`src/design/wles_pkg.sv`:
```
// Shared types, codes and microcode table of the weekly light event scheduler.
`default_nettype none

package wles_pkg;

    localparam int EVENT_SLOTS_DEF = 64;
    localparam int LIGHTS_DEF      = 32;

    // Input command codes.
    localparam logic [1:0] CMD_ON     = 2'd0;
    localparam logic [1:0] CMD_OFF    = 2'd1;
    localparam logic [1:0] CMD_REMOVE = 2'd2;
    localparam logic [1:0] CMD_TICK   = 2'd3;

    // Result status codes.
    localparam logic [1:0] ST_OK    = 2'd0;
    localparam logic [1:0] ST_RANGE = 2'd1;
    localparam logic [1:0] ST_FULL  = 2'd2;

    // Day codes.
    localparam logic [3:0] DAY_SUN     = 4'd0;
    localparam logic [3:0] DAY_MON     = 4'd1;
    localparam logic [3:0] DAY_FRI     = 4'd5;
    localparam logic [3:0] DAY_SAT     = 4'd6;
    localparam logic [3:0] DAY_EVERY   = 4'd7;
    localparam logic [3:0] DAY_WORK    = 4'd8;
    localparam logic [3:0] DAY_WEEKEND = 4'd9;

    typedef struct packed {
        logic [7:0]  light;
        logic [3:0]  day;
        logic [10:0] minute;
        logic        on;
    } slot_t;

    // Program steps of the sequencer.
    typedef enum logic [2:0] {
        P_IDLE,
        P_SCHED,
        P_RMV,
        P_TICK,
        P_RESP,
        P_FLUSH
    } step_t;

    // Datapath operation selected by a control word.
    typedef enum logic [2:0] {
        U_LATCH,
        U_FREE,
        U_RMV,
        U_TICK,
        U_RESP,
        U_FLUSH
    } uop_t;

    // Jump condition selected by a control word.
    typedef enum logic [1:0] {
        C_DISPATCH,
        C_SCHED_DONE,
        C_SCAN_DONE,
        C_OUT_FREE
    } cond_t;

    typedef struct packed {
        logic  take;
        uop_t  uop;
        cond_t cond;
        step_t target;
    } ctrl_t;

    function automatic ctrl_t ucode_rom(step_t pc);
        ctrl_t w;
        unique case (pc)
            P_IDLE:  w = '{take: 1'b1, uop: U_LATCH, cond: C_DISPATCH,   target: P_IDLE};
            P_SCHED: w = '{take: 1'b0, uop: U_FREE,  cond: C_SCHED_DONE, target: P_RESP};
            P_RMV:   w = '{take: 1'b0, uop: U_RMV,   cond: C_SCAN_DONE,  target: P_RESP};
            P_TICK:  w = '{take: 1'b0, uop: U_TICK,  cond: C_SCAN_DONE,  target: P_FLUSH};
            P_RESP:  w = '{take: 1'b0, uop: U_RESP,  cond: C_OUT_FREE,   target: P_IDLE};
            P_FLUSH: w = '{take: 1'b0, uop: U_FLUSH, cond: C_OUT_FREE,   target: P_IDLE};
            default: w = '{take: 1'b1, uop: U_LATCH, cond: C_DISPATCH,   target: P_IDLE};
        endcase
        return w;
    endfunction

    // First program step of each command.
    function automatic step_t dispatch(logic [1:0] cmd);
        step_t s;
        unique case (cmd) inside
            CMD_ON, CMD_OFF: s = P_SCHED;
            CMD_REMOVE:      s = P_RMV;
            default:         s = P_TICK;
        endcase
        return s;
    endfunction

    function automatic logic slot_due(slot_t s, logic [3:0] today, logic [10:0] minute);
        logic day_ok;
        day_ok = (s.day == DAY_EVERY) || (s.day == today)
              || (s.day == DAY_WEEKEND && (today == DAY_SUN || today == DAY_SAT))
              || (s.day == DAY_WORK && today >= DAY_MON && today <= DAY_FRI);
        return (s.minute == minute) && day_ok;
    endfunction

endpackage

`default_nettype wire

```
`src/design/weekly_light_event_scheduler_unit.sv`:
```
// Weekly light event scheduler: slot table, microcoded sequencer and result register.
//
// Items enter on the item channel (cmd, light_id, day_code, minute_of_day) and results
// leave on the result channel (status, has_command, light_number, turn_on, last); both
// use a valid/ready transfer. One item is worked on at a time.
// A schedule item walks the valid bits from slot 0 to the first free slot and writes it
// (or reports a full table or a light out of range), then gives one result. A remove or
// tick item reads every slot through the single read port of the slot memory, one slot
// per cycle except while a tick scan is paused as described below.
// A tick gives one result per due slot, in slot order, and marks the last one; if no
// slot is due it gives a single result without a command.
// The result register holds a finished result while the next item is already taken.
// If the receiver stalls during a tick, the scan pauses once a due slot is waiting
// behind a full result register, and resumes when that result is transferred.
// Reset empties the table at once through its valid bits; no clearing pass is needed,
// and the block takes an item in the first cycle after reset.
`default_nettype none

module weekly_light_event_scheduler_unit #(
    parameter int EVENT_SLOTS = wles_pkg::EVENT_SLOTS_DEF,
    parameter int LIGHTS      = wles_pkg::LIGHTS_DEF
) (
    input  wire logic        clk,
    input  wire logic        rst_n,
    input  wire logic        item_valid,
    output logic             item_ready,
    input  wire logic [1:0]  cmd,
    input  wire logic [7:0]  light_id,
    input  wire logic [3:0]  day_code,
    input  wire logic [10:0] minute_of_day,
    output logic             result_valid,
    input  wire logic        result_ready,
    output logic [1:0]       status,
    output logic             has_command,
    output logic [4:0]       light_number,
    output logic             turn_on,
    output logic             last
);
    import wles_pkg::*;

    localparam int IDXW = (EVENT_SLOTS > 1) ? $clog2(EVENT_SLOTS) : 1;
    localparam int CNTW = $clog2(EVENT_SLOTS + 1);

    // Sequencer.
    step_t pc_reg, pc_next;
    ctrl_t ctrl;

    // Latched item.
    logic [1:0]  cmd_reg, cmd_next;
    logic [7:0]  light_reg, light_next;
    logic [3:0]  day_reg, day_next;
    logic [10:0] min_reg, min_next;

    // Scan pointer and read stage.
    logic [CNTW-1:0] iss_reg, iss_next;
    logic            s1_valid_reg, s1_valid_next;
    logic [IDXW-1:0] s1_idx_reg, s1_idx_next;
    logic [1:0]      stat_reg, stat_next;

    // Slot table.
    logic [EVENT_SLOTS-1:0] valid_reg, valid_next;
    slot_t                  mem [EVENT_SLOTS];
    slot_t                  rd_data_reg;
    logic                   rd_en;
    logic                   wr_en;
    slot_t                  wr_data;

    // Pending command of a tick, held until it is known whether it is the last.
    logic       pend_valid_reg, pend_valid_next;
    logic [4:0] pend_light_reg, pend_light_next;
    logic       pend_on_reg, pend_on_next;

    // Result register.
    logic       out_valid_reg, out_valid_next;
    logic [1:0] out_status_reg, out_status_next;
    logic       out_cmd_reg, out_cmd_next;
    logic [4:0] out_light_reg, out_light_next;
    logic       out_on_reg, out_on_next;
    logic       out_last_reg, out_last_next;

    logic            accept;
    logic            out_free;
    logic            light_bad;
    logic [IDXW-1:0] cur_idx;
    logic            slot_free;
    logic            last_slot;
    logic            sched_done;
    logic            issue_more;
    logic            scan_done;
    logic            s1_live;
    logic            rmv_hit;
    logic            tick_hit;
    logic            tick_stall;

    assign ctrl       = ucode_rom(pc_reg);
    assign item_ready = ctrl.take;
    assign accept     = item_valid && ctrl.take;
    assign out_free   = !out_valid_reg || result_ready;

    assign light_bad  = {1'b0, light_reg} >= 9'(LIGHTS);
    assign cur_idx    = iss_reg[IDXW-1:0];
    assign slot_free  = !valid_reg[cur_idx];
    assign last_slot  = iss_reg == CNTW'(EVENT_SLOTS - 1);
    assign sched_done = light_bad || slot_free || last_slot;
    assign issue_more = iss_reg != CNTW'(EVENT_SLOTS);
    assign scan_done  = !issue_more && !s1_valid_reg;

    assign s1_live    = s1_valid_reg && valid_reg[s1_idx_reg];
    assign rmv_hit    = s1_live && rd_data_reg.light == light_reg
                        && rd_data_reg.day == day_reg && rd_data_reg.minute == min_reg;
    assign tick_hit   = s1_live && slot_due(rd_data_reg, day_reg, min_reg);
    // A second due slot cannot be parked while both the pending and result registers are full.
    assign tick_stall = tick_hit && pend_valid_reg && !out_free;

    assign wr_data = '{light: light_reg, day: day_reg, minute: min_reg,
                       on: (cmd_reg == CMD_ON)};

    // Next step of the program.
    always_comb
    begin
        pc_next = pc_reg;
        unique case (ctrl.cond)
            C_DISPATCH:
            begin
                if (accept)
                    pc_next = dispatch(cmd);
            end
            C_SCHED_DONE:
            begin
                if (sched_done)
                    pc_next = ctrl.target;
            end
            C_SCAN_DONE:
            begin
                if (scan_done)
                    pc_next = ctrl.target;
            end
            C_OUT_FREE:
            begin
                if (out_free)
                    pc_next = ctrl.target;
            end
            default: pc_next = P_IDLE;
        endcase
    end

    // Datapath driven by the control word.
    always_comb
    begin
        cmd_next        = cmd_reg;
        light_next      = light_reg;
        day_next        = day_reg;
        min_next        = min_reg;
        iss_next        = iss_reg;
        s1_valid_next   = s1_valid_reg;
        s1_idx_next     = s1_idx_reg;
        stat_next       = stat_reg;
        valid_next      = valid_reg;
        rd_en           = 1'b0;
        wr_en           = 1'b0;
        pend_valid_next = pend_valid_reg;
        pend_light_next = pend_light_reg;
        pend_on_next    = pend_on_reg;
        out_valid_next  = out_valid_reg && !result_ready;
        out_status_next = out_status_reg;
        out_cmd_next    = out_cmd_reg;
        out_light_next  = out_light_reg;
        out_on_next     = out_on_reg;
        out_last_next   = out_last_reg;

        unique case (ctrl.uop)
            U_LATCH:
            begin
                if (accept)
                begin
                    cmd_next        = cmd;
                    light_next      = light_id;
                    day_next        = day_code;
                    min_next        = minute_of_day;
                    iss_next        = '0;
                    s1_valid_next   = 1'b0;
                    pend_valid_next = 1'b0;
                end
            end
            U_FREE:
            begin
                if (light_bad)
                    stat_next = ST_RANGE;
                else if (slot_free)
                begin
                    wr_en               = 1'b1;
                    valid_next[cur_idx] = 1'b1;
                    stat_next           = ST_OK;
                end
                else if (last_slot)
                    stat_next = ST_FULL;
                else
                    iss_next = iss_reg + 1'b1;
            end
            U_RMV:
            begin
                if (issue_more)
                begin
                    rd_en         = 1'b1;
                    iss_next      = iss_reg + 1'b1;
                    s1_valid_next = 1'b1;
                    s1_idx_next   = cur_idx;
                end
                else
                    s1_valid_next = 1'b0;
                if (rmv_hit)
                    valid_next[s1_idx_reg] = 1'b0;
                stat_next = ST_OK;
            end
            U_TICK:
            begin
                if (!tick_stall)
                begin
                    if (issue_more)
                    begin
                        rd_en         = 1'b1;
                        iss_next      = iss_reg + 1'b1;
                        s1_valid_next = 1'b1;
                        s1_idx_next   = cur_idx;
                    end
                    else
                        s1_valid_next = 1'b0;
                    if (tick_hit)
                    begin
                        if (pend_valid_reg)
                        begin
                            out_valid_next  = 1'b1;
                            out_status_next = ST_OK;
                            out_cmd_next    = 1'b1;
                            out_light_next  = pend_light_reg;
                            out_on_next     = pend_on_reg;
                            out_last_next   = 1'b0;
                        end
                        pend_valid_next = 1'b1;
                        pend_light_next = rd_data_reg.light[4:0];
                        pend_on_next    = rd_data_reg.on;
                    end
                end
            end
            U_RESP:
            begin
                if (out_free)
                begin
                    out_valid_next  = 1'b1;
                    out_status_next = stat_reg;
                    out_cmd_next    = 1'b0;
                    out_light_next  = '0;
                    out_on_next     = 1'b0;
                    out_last_next   = 1'b1;
                end
            end
            U_FLUSH:
            begin
                if (out_free)
                begin
                    out_valid_next  = 1'b1;
                    out_status_next = ST_OK;
                    out_cmd_next    = pend_valid_reg;
                    out_light_next  = pend_valid_reg ? pend_light_reg : 5'd0;
                    out_on_next     = pend_valid_reg && pend_on_reg;
                    out_last_next   = 1'b1;
                    pend_valid_next = 1'b0;
                end
            end
            default:
            begin
                stat_next = ST_OK;
            end
        endcase
    end

    always_ff @(posedge clk or negedge rst_n)
    begin
        if (!rst_n)
        begin
            pc_reg         <= P_IDLE;
            iss_reg        <= '0;
            s1_valid_reg   <= 1'b0;
            valid_reg      <= '0;
            pend_valid_reg <= 1'b0;
            out_valid_reg  <= 1'b0;
        end
        else
        begin
            pc_reg         <= pc_next;
            iss_reg        <= iss_next;
            s1_valid_reg   <= s1_valid_next;
            valid_reg      <= valid_next;
            pend_valid_reg <= pend_valid_next;
            out_valid_reg  <= out_valid_next;
        end
    end

    always_ff @(posedge clk)
    begin
        cmd_reg        <= cmd_next;
        light_reg      <= light_next;
        day_reg        <= day_next;
        min_reg        <= min_next;
        s1_idx_reg     <= s1_idx_next;
        stat_reg       <= stat_next;
        pend_light_reg <= pend_light_next;
        pend_on_reg    <= pend_on_next;
        out_status_reg <= out_status_next;
        out_cmd_reg    <= out_cmd_next;
        out_light_reg  <= out_light_next;
        out_on_reg     <= out_on_next;
        out_last_reg   <= out_last_next;
    end

    // Slot memory: one write port, one registered read port.
    always_ff @(posedge clk)
    begin
        if (wr_en)
            mem[cur_idx] <= wr_data;
        if (rd_en)
            rd_data_reg <= mem[cur_idx];
    end

    assign result_valid = out_valid_reg;
    assign status       = out_status_reg;
    assign has_command  = out_cmd_reg;
    assign light_number = out_light_reg;
    assign turn_on      = out_on_reg;
    assign last         = out_last_reg;

endmodule

`default_nettype wire

```
`config.mk`:
```
export PLATFORM = sky130hd
export DESIGN_NAME = weekly_light_event_scheduler_unit
export DESIGN_NICKNAME = d
export VERILOG_FILES = /design/src/design/wles_pkg.sv /design/src/design/weekly_light_event_scheduler_unit.sv
export SDC_FILE = /design/constraint.sdc
export NUM_CORES = 2
export LEC_CHECK = 0
export ABC_AREA = 0
export BUFFER_PORTS_ARGS = -buffer_cell sky130_fd_sc_hd__buf_2
export CORE_MARGIN = 5
export CORE_UTILIZATION = 30
export CTS_BUF_LIST = sky130_fd_sc_hd__clkbuf_16
export DETAILED_ROUTE_END_ITERATION = 12
export SLEW_MARGIN = 25
export SYNTH_ARGS = -nofsm -noshare
export SYNTH_HDL_FRONTEND = slang
export SYNTH_SLANG_ARGS = --single-unit
```
`constraint.sdc`:
```
create_clock -name clk -period 10.2 [get_ports clk]
set_clock_uncertainty 0.2 [all_clocks]
set_input_delay 2.04 -clock clk [delete_from_list [all_inputs] [get_ports clk]]
set_output_delay 2.04 -clock clk [all_outputs]
set_load 0.05 [all_outputs]
```
; ---- Word-level counts from Yosys, hierarchy flattened
; Memory sizes are Yosys's and may differ from the RTL's. A register that Yosys moved wholly into a read port is not among the register bits.
; Cells that the tools add are included.
[word_totals]
register_bits = 126
ramBits = 1536
input_bits = 29
memories = 1
[memory_table]
columns = memory, depth, word_bits, read_ports, rd_clocked_by_memory_dff, wr, line
row1 = mem, 64, 24, 1, 1, 1, weekly_light_event_scheduler_unit.sv:62  ; slot_t mem [EVENT_SLOTS];
[classes]
add_sub_neg = 1
n_lt_le_gt_ge = 7
eq_ne = 41
mux = 81
n_bitwise = 5
n_reduce_logical = 56
[op_table]
columns = operator, n
row1 = two-way mux 64 bit, 3
row2 = one-hot mux 64 bit (2 select lines), 1
row3 = bitwise AND 64 bit, 1
row4 = inverter 64 bit, 1
row5 = bitwise OR 64 bit, 1
row6 = one-hot mux 9 bit (5 select lines), 1
row7 = two-way mux 7 bit, 6
row8 = two-way mux 1 bit, 32
row9 = two-way mux 5 bit, 6
row10 = "inequality test 2 bit, second input constant", 15
row11 = one-hot mux 7 bit (4 select lines), 1
row12 = logical AND 1 bit, 17
row13 = two-way mux 2 bit, 8
row14 = one-hot mux 5 bit (3 select lines), 1
row15 = "less-than comparator 6 x 7 -> 1 bit, second input constant", 2
row16 = binary-select mux 1 bit (select 6 bit), 2
row17 = demux 1 bit (select 6 bit), 2
row18 = "== test 3 x 2 -> 1 bit, second input constant", 4
row19 = "== test 3 bit, second input constant", 4
row20 = ">= comparator 6 x 1 -> 1 bit, second input constant", 2
row21 = two-way mux 3 bit, 4
row22 = two-way mux 6 bit, 2
row23 = one-hot mux 1 bit (3 select lines), 4
row24 = one-hot mux 3 bit (4 select lines), 1
row25 = 36 further kinds, 70

; ---- Depth between registers and ports, before layout
[logic_depth]
ltp_word = 11
ltp_mapped = 12

; ---- Worst setup path after synthesis
; Ideal clock, no wire load.
[synth_timing]
kind = register to register
startpoint = register iss_reg[0]
endpoint = memory mem[10][0] (netlist name) (enable)
setup_time_ns = 0.405
t_arrival_ns = 3.314
required_ns = 9.595
slack_ns = 6.281
path_stages_with_launch = 11
path_buffers = 4
synth_period_minus_slack_ns = 3.919
path_cell_list = dfrtp_1 buf_2 buf_4 mux4_2 o21ai_0 o211ai_1 nor3_2 buf_2 nand3_1 buf_2 nor2_1
[synth_via]
elab_chain_len = 7
[synth_rtl]
columns = item, line
row1 = start: declaration, weekly_light_event_scheduler_unit.sv:55  ; logic [CNTW-1:0] iss_reg, iss_next;
row2 = start signal: assignment, weekly_light_event_scheduler_unit.sv:291  ; iss_reg <= iss_next;
row3 = binary-select mux 1 bit (select 6 bit), weekly_light_event_scheduler_unit.sv:102  ; assign slot_free = !valid_reg[cur_idx];
row4 = two-way mux 1 bit (implied by the code), weekly_light_event_scheduler_unit.sv:102
row5 = two-way mux 1 bit, weekly_light_event_scheduler_unit.sv:189  ; else if (slot_free)
row6 = two-way mux 1 bit, weekly_light_event_scheduler_unit.sv:187  ; if (light_bad)
row7 = two-way mux 1 bit, weekly_light_event_scheduler_unit.sv:171  ; unique case (ctrl.uop)
row8 = two-way mux 1 bit, weekly_light_event_scheduler_unit.sv:319  ; if (wr_en)
row9 = two-way mux 1 bit (implied by the code), weekly_light_event_scheduler_unit.sv:320  ; mem[cur_idx] <= wr_data;
row10 = end: declaration, weekly_light_event_scheduler_unit.sv:62
; Parallel ways exist; a longest one is shown, timed or not. The select of a mux whose other input is x is not followed.

; ---- Final worst setup path
[layout_timing]
startpoint = register iss_reg[0]
endpoint = memory mem[16][15] (netlist name) (enable)
; Same word-level chain as after synthesis.

==> key figures <==
Synthesis
  • Synth cell count leaders: edfxtp_1 (1609), a22oi_1 (551), clkbuf_1 (117)
  • Post-Synth Adder-Cell Area: 0.0398%
  • Number of flops mapped to enable cells by yosys: 1609
  • Seq/Total Area, Yosys: 80.0%
  • Top_reg_cell synth: edfxtp_1
  • Synth Area in Compound Gates: about 14%
  • Mux cell area share after synthesis: 0.920%
  • Cell taking the most area after synthesis: edfxtp_1
  • Avg Inst Size Synth: ~18 µm²
  • Synth async-reset ratio: around 4.6%
  • Simple-Gate Fraction of Synth Area: 2.76%
  • Syn Inst Count: ~3500
  • Synth Area in XOR/XNOR: 0.335%
  • Synth top area share: 76.9%
  • Main combinational cell family by area after synthesis: compound AO/OA/AOI/OAI gates
  • Synth Warn #: 0
  • Netlist cell types: 67
  • Area contributors post-synth: edfxtp_1 (77%), a22oi_1 (6.6%), dfrtp_1 (3.1%), a221oi_1 (1.6%), a22o_1 (1.5%)
  • Seq cells post-synth: 1686
  • Synthesized area: 0.0628 mm²
  • Top-count cell post-synth: edfxtp_1
  • Syn nets: 3569

Worst setup path
  • Setup crit end kind: flip-flop
  • Worst EP arrival: 5210 ps
  • Crit start category: flip-flop
  • Top cell by count, worst path: buf_4
  • Slowest CP cell: nand3_1
  • CP Buf/Inv Count: 5
  • Worst path top cell family by delay: buffers and inverters
  • CP Max Fanout: 39
  • Crit Path Category: flip-flop to flip-flop
  • Critical path's largest stage delay: 600 ps
  • Data required time of the worst path: ~10000 ps
  • Crit path cell chain: buf_4 > clkinv_1 > a311oi_1 > a31oi_1 > o21ai_0 > o211ai_1 > nor3_2 > buf_4 > nand3_1 > buf_4 > nor2_2 > buf_4

GRT
  • Initial antenna violation count: 14
  • Total grt overflow: 0
  • All-Layer GR Usage: 17.3%
  • Vias in the first global route: 34900
  • Largest net degree at the start of global routing: 123
  • Global-route wire length before repair: between 200000 and 300000 µm

Layout
  • Layout overhead on the synthesized area: 14.9%
  • Final cell count without fillers: 6590
  • Layout cells sized above 1: approximately 14%
  • Fin util: 34.6%
  • Post-route design area: 0.0722 mm²
  • Nets@finish: 3682
  • Max FFs per register: 1536

Floorplan
  • Die ar.: 0.219 mm²
  • Row count: ~170
  • Die X: between 400 and 500 µm
  • Die Y: 468 µm
  • Ports: 41
  • Core ar.: 0.209 mm²
  • Initial core utilization: 30.1%

Placement
  • DP Wirelength: 112000 µm
  • Cells after DPL: 6286
  • PortBufs: 40
  • Dpl cell area: 0.0670 mm²
  • RePlAce Congestion: 0.920

Clocking
  • Clock transition at the registers of the reported paths: 70 ps
  • TritonCTS clock tree: done
  • Later-pin clock latency in the skew report: 820 ps
  • Sink Count: 1686
  • Hold Buf Count CTS: 0
  • Post-CTS Resized: 0
  • Max clock buf depth: 3
  • H-tree lvl count: 4
  • Root Driver: clkbuf_16
  • Post-CTS Setup Bufs: 0
  • Total CTS buffers: 167

Routing
  • Vias: ~37000
  • Drt pass-1 iters: 6
  • Vias per Instance: 5.59
  • WL final: slightly below 200000 µm
  • Antenna violation net count after detailed routing: 0
  • Initial DRC Count: roughly 5400
  • DR DRC count: 0
  • WL/cell: between 20 and 30 µm

Outcome
  • Status: finished clean

Power and ir drop
  • Leak: about 22 nW
  • Pwr per Cell Area: 238 mW/mm²
  • Worst IR Drop VDD: around 0.00023 V

Timing
  • Slew Limit Fails: 0
  • Fin crit period: 4930 ps
  • Fin. Hold Viols: 0
  • Setup violations, final: 0
  • Slew margin rel.: around a quarter
  • Worst-margin pin slew: 1120 ps
  • Max Freq: just over 200 MHz
  • RSZ-0062 raised after global routing: no
  • Crit share post-route: 48.3%
  • Setup_tns: 0 ps

Job
  • Max-cap violations: 0

Hold path
  • Min-Delay Path Class: flip-flop to flip-flop
## power by group
| group | internal (mW) | switching, mW | total (mW) |
|---|---|---|---|
| Sequential | 8.05 | 0.119 | 8.17 |
| Combinational | 0.796 | 2.36 | 3.15 |
| Clock | 3.23 | 2.65 | 5.88 |
| Total | 12.1 | 5.12 | 17.2 |
## path summary, 6_finish.rpt
kind	endpoint	cells past startpoint	startpoint	slack [ps]
setup / recovery	mem[16][15]	12	iss_reg[0]	5270
hold / removal	light_number[1]	1	pend_light_reg[1]	320
setup reg to reg	mem[16][15]	12	iss_reg[0]	5270
hold reg to reg	light_number[1]	1	pend_light_reg[1]	320
max in group asynchronous	iss_reg[1]	1	rst_n	8190
min in group asynchronous	valid_reg[17]	1	rst_n	1070
## layer usage
layer | share of wire [%] | GRT usage [%]
met1 | 38 | 23.3
met3 | 11 | 4.44
met5 | 0.037 | 0
met2 | 45 | 26.3
met4 | 5.2 | 8.00
## per-stage QoR
stage	hold slack [ps]	power (mW)	setup WS [ps]
final	321	17.2	5270
after global routing	338	17.7	5120
after CTS	324	17.2	4990
after detailed placement	310	11.4	5010
after global placement	313	11.4	4990
after floorplan	200	9.97	6280
## kinds of logic (layout without fill, tap and decap cells)
| group | count (synthesis) | after routing |
|---|---|---|
| flip-flops | 1686 | 1686 |
| AO/OA/AOI/OAI | 1169 | 1169 |
| AND/OR/NAND/NOR | 335 | 335 |
| buffers and inverters | 281 | 526 |
| multiplexers | 41 | 41 |
| XOR/XNOR | 24 | 24 |
| adder cells (fa/ha/maj) | 2 | 2 |
| other | 0 | 2 |
## cell usage in the layout (no fill, tap or decap), types with 18 or more instances in the layout
cell type,n
edfxtp_1,1609
a22oi_1,551
clkbuf_16,167
buf_4,160
a221oi_1,112
a31oi_1,111
a22o_1,109
dfrtp_1,76
o21ai_0,67
nor2_2,64
o41ai_1,62
inv_1,60
a41oi_1,59
nand2_1,42
buf_2,39
nand4_1,37
clkinv_1,36
nand3_1,33
nor2_1,32
a21oi_1,30
nor4_1,30
mux2i_1,24
clkinv_2,22
xnor2_1,19
o21ai_1,18
## final cells by class
class	count	area, µm²
tap	2805	3510
sequential	1686	50200
inverter	17	63.8
fill	19500	137000
clock inverter	134	1050
multi-input combinational	1571	11600
antenna	2	5.00
clock buffer	167	4180
timing repair buffer	208	1560
## worst reg2reg max path: stages (launching register included)
cell and delay (ps):
dfrtp_1 320, buf_4 440, clkinv_1 480, a311oi_1 440, a31oi_1 100, o21ai_0 210, o211ai_1 170, nor3_2 140
buf_4 260, nand3_1 610, buf_4 480, nor2_2 390, buf_4 350
Note: power is estimated with default switching activity, not from simulation.
